`src/hw/rtl/multi_channel_byte_pipe_defines.svh`:
```
// ----------------------------------------------------------------------------
// multi_channel_byte_pipe defines
// assertion macros shared by the byte pipe design
// ----------------------------------------------------------------------------
`ifndef MULTI_CHANNEL_BYTE_PIPE_DEFINES_SVH
`define MULTI_CHANNEL_BYTE_PIPE_DEFINES_SVH

// antecedent implies consequent in the same cycle
`define MCBP_ASSERT_SAME(label, clk, rstn, ante, cons, msg) \
    label: assert property (@(posedge clk) disable iff (!rstn) (ante) |-> (cons)) \
        else $error(msg);

// antecedent implies consequent in the next cycle
`define MCBP_ASSERT_NEXT(label, clk, rstn, ante, cons, msg) \
    label: assert property (@(posedge clk) disable iff (!rstn) (ante) |=> (cons)) \
        else $error(msg);

`endif

```
`src/hw/rtl/mcbp_pkg.sv`:
```
// ----------------------------------------------------------------------------
// mcbp_pkg
// types and codes shared by the byte pipe front, queue and back
// ----------------------------------------------------------------------------
package mcbp_pkg;

    localparam int unsigned LEN_W = 9;
    localparam int unsigned BYTE_W = 8;
    localparam int unsigned PIPE_NUM_W = 4;

    typedef enum logic [1:0] {
        OP_OPEN  = 2'd0,
        OP_PUSH  = 2'd1,
        OP_POP   = 2'd2,
        OP_QUERY = 2'd3
    } op_t;

    typedef enum logic [2:0] {
        ST_OK           = 3'd0,
        ST_BAD_PIPE     = 3'd1,
        ST_NOT_OPEN     = 3'd2,
        ST_OPEN_REFUSED = 3'd3,
        ST_FULL         = 3'd4,
        ST_EMPTY        = 3'd5
    } status_t;

    // classified request as it travels from front to back
    typedef struct packed {
        op_t                   op;
        logic [PIPE_NUM_W-1:0] pipe;
        logic [LEN_W-1:0]      length;
        logic [BYTE_W-1:0]     data;
        logic                  bad_pipe;
        logic                  len_ok;
    } req_t;

    // queue status seen by the front and the top level
    typedef struct packed {
        logic full;
        logic empty;
    } q_stat_t;

endpackage

```
`src/hw/rtl/mcbp_queue.sv`:
```
// ----------------------------------------------------------------------------
// mcbp_queue
// two-entry request queue between front and back
// ----------------------------------------------------------------------------
module mcbp_queue
    import mcbp_pkg::*;
(
    input  logic    aclk,
    input  logic    aresetn,
    input  logic    push,
    input  req_t    push_req,
    input  logic    pop,
    output req_t    head_req,
    output q_stat_t stat
);

    req_t       slot_reg [2];
    logic       wr_ptr_reg;
    logic       wr_ptr_next;
    logic       rd_ptr_reg;
    logic       rd_ptr_next;
    logic [1:0] count_reg;
    logic [1:0] count_next;

    always_comb begin
        wr_ptr_next = push ? ~wr_ptr_reg : wr_ptr_reg;
        rd_ptr_next = pop ? ~rd_ptr_reg : rd_ptr_reg;
        count_next  = count_reg + 2'(push) - 2'(pop);
    end

    always_ff @(posedge aclk) begin
        if (!aresetn) begin
            wr_ptr_reg <= 1'b0;
            rd_ptr_reg <= 1'b0;
            count_reg  <= 2'd0;
        end else begin
            wr_ptr_reg <= wr_ptr_next;
            rd_ptr_reg <= rd_ptr_next;
            count_reg  <= count_next;
        end
    end

    always_ff @(posedge aclk) begin
        if (push) begin
            slot_reg[wr_ptr_reg] <= push_req;
        end
    end

    assign head_req   = slot_reg[rd_ptr_reg];
    assign stat.full  = count_reg[1];
    assign stat.empty = (count_reg == 2'd0);

endmodule

```
`config.mk`:
```
export PLATFORM = sky130hd
export DESIGN_NAME = mcbp_queue
export DESIGN_NICKNAME = d
export VERILOG_FILES = /design/src/hw/rtl/multi_channel_byte_pipe_defines.svh /design/src/hw/rtl/mcbp_pkg.sv /design/src/hw/rtl/mcbp_queue.sv
export SDC_FILE = /design/constraint.sdc
export NUM_CORES = 1
export LEC_CHECK = 0
export ABC_AREA = 1
export BUFFER_PORTS_ARGS = -buffer_cell sky130_fd_sc_hd__buf_4
export CAP_MARGIN = 20
export CELL_PAD_IN_SITES_DETAIL_PLACEMENT = 0
export CELL_PAD_IN_SITES_GLOBAL_PLACEMENT = 1
export CORE_UTILIZATION = 39
export CTS_CLUSTER_SIZE = 10
export DETAILED_ROUTE_END_ITERATION = 8
export PLACE_DENSITY_LB_ADDON = 0.25
export SYNTH_ARGS = -nofsm -noshare
export SYNTH_HDL_FRONTEND = slang
export SYNTH_SLANG_ARGS = --single-unit
```
`constraint.sdc`:
```
create_clock -name aclk -period 1.7 [get_ports aclk]
set_input_delay 0.17 -clock aclk [delete_from_list [all_inputs] [get_ports aclk]]
set_output_delay 0.17 -clock aclk [all_outputs]
set_load 0.02 [all_outputs]
```
# ---- After elaboration in Yosys (flattened, before gate mapping)
# Memories as Yosys holds them, arrays and structs flattened. A register that Yosys moved wholly into a read port is not among the register bits.
# Index checks and enable logic that the tools add are counted.
dict set report word_totals {
  regBits 4
  latch_bits 0
  ramBits 50
  romBits 0
  input_bits 29
  output_inout_bits 27
  word_cells 13
  mem_count 1
}
# memory depth width read_ports rd_clocked_by_memory_dff write_ports line
set memory_table {}
lappend memory_table {slot_reg 2 25 1 1 1 mcbp_queue.sv:17} ;# req_t slot_reg [2];
dict set report op_classes {
  addsub 2
  multipliers 0
  div 0
  order_cmp 0
  eq_ne 0
  shifts 0
  n_mux 4
  n_bitwise 2
  reduce_logical 1
}
# cell n
set ops {}
lappend ops {{1-bit 2-to-1 mux} 4}
lappend ops {{2-bit by 1-bit adder with 2-bit output} 1}
lappend ops {{2-bit logical NOT} 1}
lappend ops {{1-bit inverter} 2}
lappend ops {{2-bit by 1-bit subtractor with 2-bit output} 1}

# ---- Longest topological paths before layout
# Gate-level depths: netlist (run 1).
dict set report logic_depth {
  word_depth 3
  ltp_mapped 9
  mapped_depth_nobuf 9
}

# ---- Worst setup path before layout (run 1)
# No wires, ideal clock.
dict set report synth_timing {
  path_kind {register to register}
  start {register wr_ptr_reg}
  end {memory slot_reg[0][0] in the netlist's numbering (enable)}
  setup_ns 0.407
  arrival_ns 1.388
  t_required_ns 1.293
  setup_slack_ns -0.096
  path_stages_with_launch 2
  n_path_buf 0
  period_less_slack_ns 1.796
  cell_sequence {dfxtp_1 -> nor2_1}
}
# element line
set synth_rtl {}
lappend synth_rtl {{start: declaration} mcbp_queue.sv:18} ;# logic wr_ptr_reg;
lappend synth_rtl {{start signal: assignment} mcbp_queue.sv:37} ;# wr_ptr_reg <= wr_ptr_next;
lappend synth_rtl {{end: declaration} mcbp_queue.sv:17}
# Straight into the memory's write port.

==> results of run 1 <==
[report_power, final]
| group | switching [uW] | internal [uW] |
|---|---|---|
| sequential | 23.1 | 1560 |
| clock | 391 | 431 |
| combinational | 212 | 224 |
[metal layers]
metal	up-vias	share of wire (%)
li1	531	-
met1	546	39
met2	34	55
met3	4	4.9
met4	0	1.2
met5	-	0
[path summary, 6_finish.rpt]
kind	from	to	slack [ns]	cells after the start
setup / recovery	flip-flop	head_req[0]	0.13	3
hold / removal	push_req[12]	slot_reg[1][12]	0.05	1
setup reg to reg	count_reg[0]	count_reg[1]	0.43	8
hold reg to reg	rd_ptr_reg	rd_ptr_reg	0.52	2
[synth_stat cells]
master	count
dfxtp_1	5
mux2_4	20
nand2_1	8
mux2_2	5
edfxtp_1	50
nor2_1	8
nand3_1	1
buf_4	1
ha_1	2
buf_12	2
a21oi_1	1
inv_1	7
buf_6	1
[cells by family (layout without fill, tap and decap cells)]
group                      after synthesis  after routing  synth area share, %
DFF                                     55             55                 74.9
muxes                                   25             25                 16.7
and+or+nand+nor                         17             17                 3.04
buffers and inverters                   11             75                 3.98
adders and majority gates                2              2                 1.17
AOI/OAI and AO/OA                        1              1                0.234
[cell type report]
class / instances / area [sq um]
multi-input combinational: 45 / 454
timing repair buffer: 61 / 462
clock inverter: 2 / 37.5
tap: 70 / 87.6
inverter: 7 / 26.3
clock buffer: 5 / 68.8
sequential: 55 / 1600
fill: 471 / 2470
[stage by stage]
| stage | worst slack (ns) | std cells | hold slack [ns] |
|---|---|---|---|
| floorplan | 0.308 | 111 | 0.263 |
| detailed placement | 0.370 | 238 | 0.358 |
| global placement | 0.387 | 238 | 0.355 |
| global route | 0.0495 | 245 | 0.0279 |
| CTS | 0.0277 | 245 | 0.0367 |
| finish | 0.127 | 245 | 0.0462 |
==> results by stage, run 1 <==
Clock tree:
- The worst-case clock buffer depth is 2.
- The post-cts repair resize count is 0.
- The TritonCTS clock tree is done.
- The number of hold buffers added after CTS was 0.
- The number of setup buffers added after CTS is 0.
- The tree is rooted in a clkbuf_8.
- Counting every sink on the clock net gives between 50 and 60.
- After clock tree synthesis, the clock-pin slew on the worst setup and hold paths is approximately 0.090 ns.
- CTS built an H-tree with a depth of 2.
- Counting the buffers created by CTS gives 5.
- For the worst-skew pair, the clock arrives at the later sink with an insertion delay of roughly 0.30 ns.

Setup path:
- The worst path buffer plus inverter count is 2.
- Along the worst path, the maximum fanout reaches 18.
- The biggest cell delay along the critical path is roughly 0.36 ns.
- Traced cell by cell, the critical path runs through buf_6, mux2_2, buf_4.
- The critical path class is flip-flop to output port.
- The data required time at the worst endpoint is roughly 1.5 ns.
- For the worst setup path, the data arrival time is ~1.4 ns.
- The startpoint type of the worst setup path is a flip-flop.
- The slowest stage of the critical path belongs to the cell mux2_2.
- The worst setup path is captured at an output port.
- The cell type group with the largest total delay on the critical path is buffers and inverters.

Final layout:
- The share of layout cells above drive strength 1 is 54.3%.
- In the layout the commonest cells are buf_4, edfxtp_1, mux2_4, nand2_1.
- After routing the design area is between 2000 and 3000 sq um.
- The register with the most flip-flops in the layout has 50 of them.
- The number of antenna diodes in the final layout is 0.
- The most common library cell in the layout ignoring fill and taps is buf_4.
- The net total in the final layout is around 210.
- Cells fill a little over half of the core in the end.
- The synthesis-to-layout area growth is 28.1%.

Yosys:
- By area the synthesized netlist is led by edfxtp_1, mux2_4, dfxtp_1.
- The proportion of netlist area held by the largest area contributor is around 70%.
- The share of the yosys chip area belonging to registers is around three quarters.
- The synthesized area divided by synthesized cell count is 19.3 sq um.
- The largest total area in the synthesized netlist belongs to edfxtp_1.
- The post-synth net total is around 140.
- The cell count after synthesis came out at roughly 110.
- The netlist area before placement is 2140 sq um.
- For this run, the number of Yosys warnings is 0.
- The distinct cell type count of the synthesized netlist is 13.
- After synthesis the netlist holds a flip-flop and latch count of 55.

Placed design:
- The routability-driven placement congestion ratio is slightly above 0.6.
- The HPWL after detailed placement is ~2400 um.
- The number of port buffers is 55.
- In this run the cell area measured after placement is 2630 sq um.

Floorplanning:
- The floorplan step defined a core boundary enclosing around 5200 sq um.
- The placement row count is 26.
- The initial core utilization is around 41%.
- The overall die area is 5780 sq um.
- The horizontal die dimension is approximately 76 um.
- In this run the vertical extent of the chip is around 76 um.
- The number of top-level pins is 56.

STA:
- Subtracting the final worst setup slack from the clock period gives around 1.6 ns.
- Setup repair after global routing left no endpoint under its margin.
- The final sum of negative setup slack is 0 ns.
- The hold violation total from the final report is 0.
- The final count of pins violating max slew is 0.
- At the pin with the least slew margin, the transition time is ~0.24 ns.
- Setup violations remaining at the end of the flow were counted as 0.
- Across the routed clock network, the largest skew measured is approximately 0.0094 ns.
- The fmax is between 0.6 and 0.7 GHz.
- Dividing the final minimum period by the clock period gives between 90% and 100%.
- Headroom to the max-slew limit came out at approximately 84%.

Power:
- The power per standard cell area is a little over 1000 nW/um^2.
- In this run the static leakage power is ~0.0011 uW.
- VDD sags by at most between 600 and 700 uV.
- The design draws about 2800 uW.

GRT:
- Entering global routing, the biggest net connects 19 pins.
- The number of global-route vias before repair is ~1200.
- Across every metal layer, demand over resource in global routing totals between 10% and 20%.
- The met3 routing resource usage after global routing is ~4.0%.
- The initial antenna violation count is 0.
- The first global-routing pass estimated ~5400 um of wire.
- The residual overflow from global routing is 0.
- The layer carrying the most global-route usage is met2.
- The met2 routing resource usage after global routing is approximately 22%.
- Global routing used roughly an eighth of the available met1 tracks.

Route:
- The via total after detailed routing is roughly 1100.
- The detailed router finished its first iteration with between 60 and 70 violations.
- Dividing the detail-routed via count by the number of cells gives between 4 and 5.
- The count of antenna-violating nets left after detailed routing is 0.
- After detailed routing, the average wire length per cell comes to between 10 and 15 um.
- The number of detailed-routing iterations run before antenna repair is 4.
- The DRC violation count after routing is 0.
- The final layout contains routed wiring with a total length of around 3300 um.

Job:
- The tool flagged a number of max-cap violations equal to 0.

Worst hold path:
- The type of the worst min-delay path is input pin to flip-flop.

Status:
- The run finished with clean final reports.
No activity file was read; power rests on OpenSTA's default activity.
==> run 2, diff against run 1 <==
--- a/config.mk
+++ b/config.mk
@@ -6,13 +6,13 @@
 export NUM_CORES = 1
 export LEC_CHECK = 0
 export ABC_AREA = 1
-export BUFFER_PORTS_ARGS = -buffer_cell sky130_fd_sc_hd__buf_4
 export CAP_MARGIN = 20
 export CELL_PAD_IN_SITES_DETAIL_PLACEMENT = 0
-export CELL_PAD_IN_SITES_GLOBAL_PLACEMENT = 1
+export CELL_PAD_IN_SITES_GLOBAL_PLACEMENT = 2
 export CORE_UTILIZATION = 39
 export CTS_CLUSTER_SIZE = 10
 export DETAILED_ROUTE_END_ITERATION = 8
+export DONT_BUFFER_PORTS = 1
 export PLACE_DENSITY_LB_ADDON = 0.25
 export SYNTH_ARGS = -nofsm -noshare
 export SYNTH_HDL_FRONTEND = slang
==> results by stage, run 2 (synthesized netlist as in run 1, its figures left out) <==
Status:
- The flow ran to the end, and the final reports show no timing, DRC or antenna violations.

Route:
- The number of detailed-routing iterations run before antenna repair was 3 (-1).
- The number of vias per cell is 4.56 (+0.19%).
- The count of antenna-violating nets left after detailed routing is 0 (unchanged).
- The DRC violation count after routing is 0 (unchanged).
- The post-detailed-routing wire length is 3130 um (-5.2%).
- The via total after detailed routing was 994 (-11%).
- The average wire per standard cell came to 14.4 um (+6.6%).
- The number of DRC markers in iteration 0 is 38 (-41%).

Power:
- The largest vdd supply drop is 466 uV (-29%).
- The power dissipated by switching net loads is 616 uW (-1.7%).
- The cell leakage power came to 0.000974 uW (-13%).
- The power per standard cell area was 1060 nW/um^2 (+2.7%).
- The power share of the clock group is 30.2% (+1.3 points).
- The portion of total power attributed to combinational logic is 12.5% (-2.9 points).
- The part of the power in registers came to 57.3% (+1.6 points).
- The switching power share of the total is 22.3% (+0.21 points).
- The internal power is 2150 uW (-2.8%).

Floorplanning:
- The floorplan die height is 76.0 um (unchanged).
- The placement row count was 26 (unchanged).
- The initial core utilization is 41.1% (unchanged).
- The overall die area came to 5780 sq um (unchanged).
- The number of top-level pins is 56 (unchanged).
- The area of the core was 5200 sq um (unchanged).
- The horizontal die dimension is 76.0 um (unchanged).

STA:
- The worst slew margin relative to its limit is 74.9% (-8.9 points).
- The final worst hold slack came to 0.0223 ns (-0.0239 ns).
- The final period demand of the worst path is 1.50 ns (-0.0694 ns).
- The worst clock skew is 0.00644 ns (-0.00296 ns).
- The final sum of negative setup slack is 0 ns (unchanged).
- The fmax is 0.665 GHz (+4.6%).
- The actual transition at the worst max-transition pin was 0.376 ns (+0.133 ns).
- The final count of pins violating max slew is 0 (unchanged).
- The hold violation total from the final report was 0 (unchanged).
- Setup repair after global routing left no endpoint under its margin.
- The count of endpoints failing setup in the final report is 0 (unchanged).
- The final critical-path share of the clock period is 88.5% (-4.1 points).

Setup path:
- The cell type group with the largest total delay on the critical path is multiplexers.
- For this design, the slowest cell found on the critical path is mux2_2.
- The signal on the critical path passes through buf_4, mux2_2.
- The startpoint type of the worst setup path is a flip-flop.
- The data required time at the worst endpoint was 1.53 ns (about the same).
- The biggest cell delay along the critical path was 0.44 ns (+0.08 ns).
- The maximum fanout along the worst path is 14 (-4).
- The worst path buffer plus inverter count came to 1 (-1).
- The critical path in this run is classified as flip-flop to output port.
- The endpoint type of the worst setup path is an output port.
- The worst path arrival time came to 1.33 ns (-0.07 ns).

Clock tree:
- The number of clock buffers inserted by TritonCTS came to 5 (unchanged).
- The worst-case clock buffer depth is 2 (unchanged).
- The source-to-sink clock delay at the later pin of the worst-skew pair was 0.30 ns (about the same).
- TritonCTS built the clock tree.
- The number of buffers added to fix hold violations after cts is 27 (+27).
- The post-cts repair resize count was 0 (unchanged).
- The clock transition at the register clock pins on the worst setup and hold paths after CTS is 0.09 ns (about the same).
- The number of setup buffers added after CTS is 0 (unchanged).
- The cell sitting at the root of the clock tree is a clkbuf_8.
- The TritonCTS sink count is 55 (unchanged).
- The H-tree depth is 2 (unchanged).

Final layout:
- The final non-filler cell area is 2600 sq um (-5.1%).
- The library cell used most frequently in the layout, excluding fill and tap cells, is edfxtp_1.
- The library cells used most frequently in the layout, excluding fill and tap cells, are edfxtp_1, dlygate4sd3_1, mux2_4, nand2_1.
- The share of layout cells above drive strength 1 came to 27.7% (-27 points).
- The synthesis-to-layout area growth is 21.5%.
- The antenna diode count is 0 (unchanged).
- The net total in the final layout was 178 (-14%).
- The flip-flop count of the largest register after layout came to 50 (unchanged).

GRT:
- The residual overflow from global routing was 0 (unchanged).
- The largest net degree at the start of global routing came to 18 (-1).
- The all-layer global routing usage was 11.5% (-0.66 points).
- The wire length of the first global-routing pass came to 4960 um (-8.3%).
- The initial antenna violation count is 0 (unchanged).
- The number of global-route vias before repair was 1028 (-12%).

Placed design:
- The total cell area at the placement stage came to 2220 sq um (-16%).
- The routability-driven placement congestion ratio is 0.643 (+6.2%).
- The number of port buffers is 0 (-100%).
- The detailed placement HPWL is 2130 um (-11%).

Job:
- The total of max-cap violations is 0 (unchanged).

Worst hold path:
- The path class of the tightest hold or removal check is input pin to flip-flop.
run 2: cell types whose count changed in the layout (fill, tap and decap cells not counted):
cell	delta
clkinv_4	+1
buf_4	-54
dlygate4sd3_1	+27
clkinvlp_4	-1
clkinv_2	+1
buf_6	-1
run 2: final timing paths:
| kind | slack, ns | end | depth (start not counted) | start |
|---|---|---|---|---|
| max | 0.20 | head_req[24] | 2 | flip-flop |
| min | 0.02 | rd_ptr_reg | 2 | pop |
| max reg2reg | 0.43 | count_reg[1] | 8 | count_reg[0] |
| min reg2reg | 0.51 | rd_ptr_reg | 2 | rd_ptr_reg |
run 2: metrics by stage:
step	instances	utilization, %	power (uW)	setup WS [ns]
4_1_cts	218	49.9	2800	0.161
5_1_grt	218	49.9	2880	0.135
3_5_place_dp	183	42.6	1910	0.445
2_1_floorplan	111	-	1880	0.308
6_report	218	49.9	2770	0.196
3_3_place_gp	183	42.6	1900	0.507
run 2: power by group through the flow:
stage          Sequential (uW)  Clock, uW  Combinational (uW)
2_1_floorplan             1610          0                 275
4_1_cts                   1590        863                 351
3_5_place_dp              1620          0                 292
5_1_grt                   1590        916                 371
6_report                  1590        836                 345
3_3_place_gp              1610          0                 286
run 2: routing by layer:
metal  routed length [um]  track usage, %  vias to the layer above
met5                    0               0                        -
met4                   30            5.19                        0
met3                  146            3.23                        4
met2                 1730            21.1                       30
met1                 1230            12.3                      485
li1                     -               -                      475
run 2: final cells by class:
class                           count  area [sq um]
Clock buffer                        5          68.8
Clock inverter                      3          43.8
Fill cell                         469          2610
Inverter                            7          26.3
Multi-Input combinational cell     45           454
Sequential cell                    55          1600
Tap cell                           70          87.6
Timing Repair Buffer               33           315
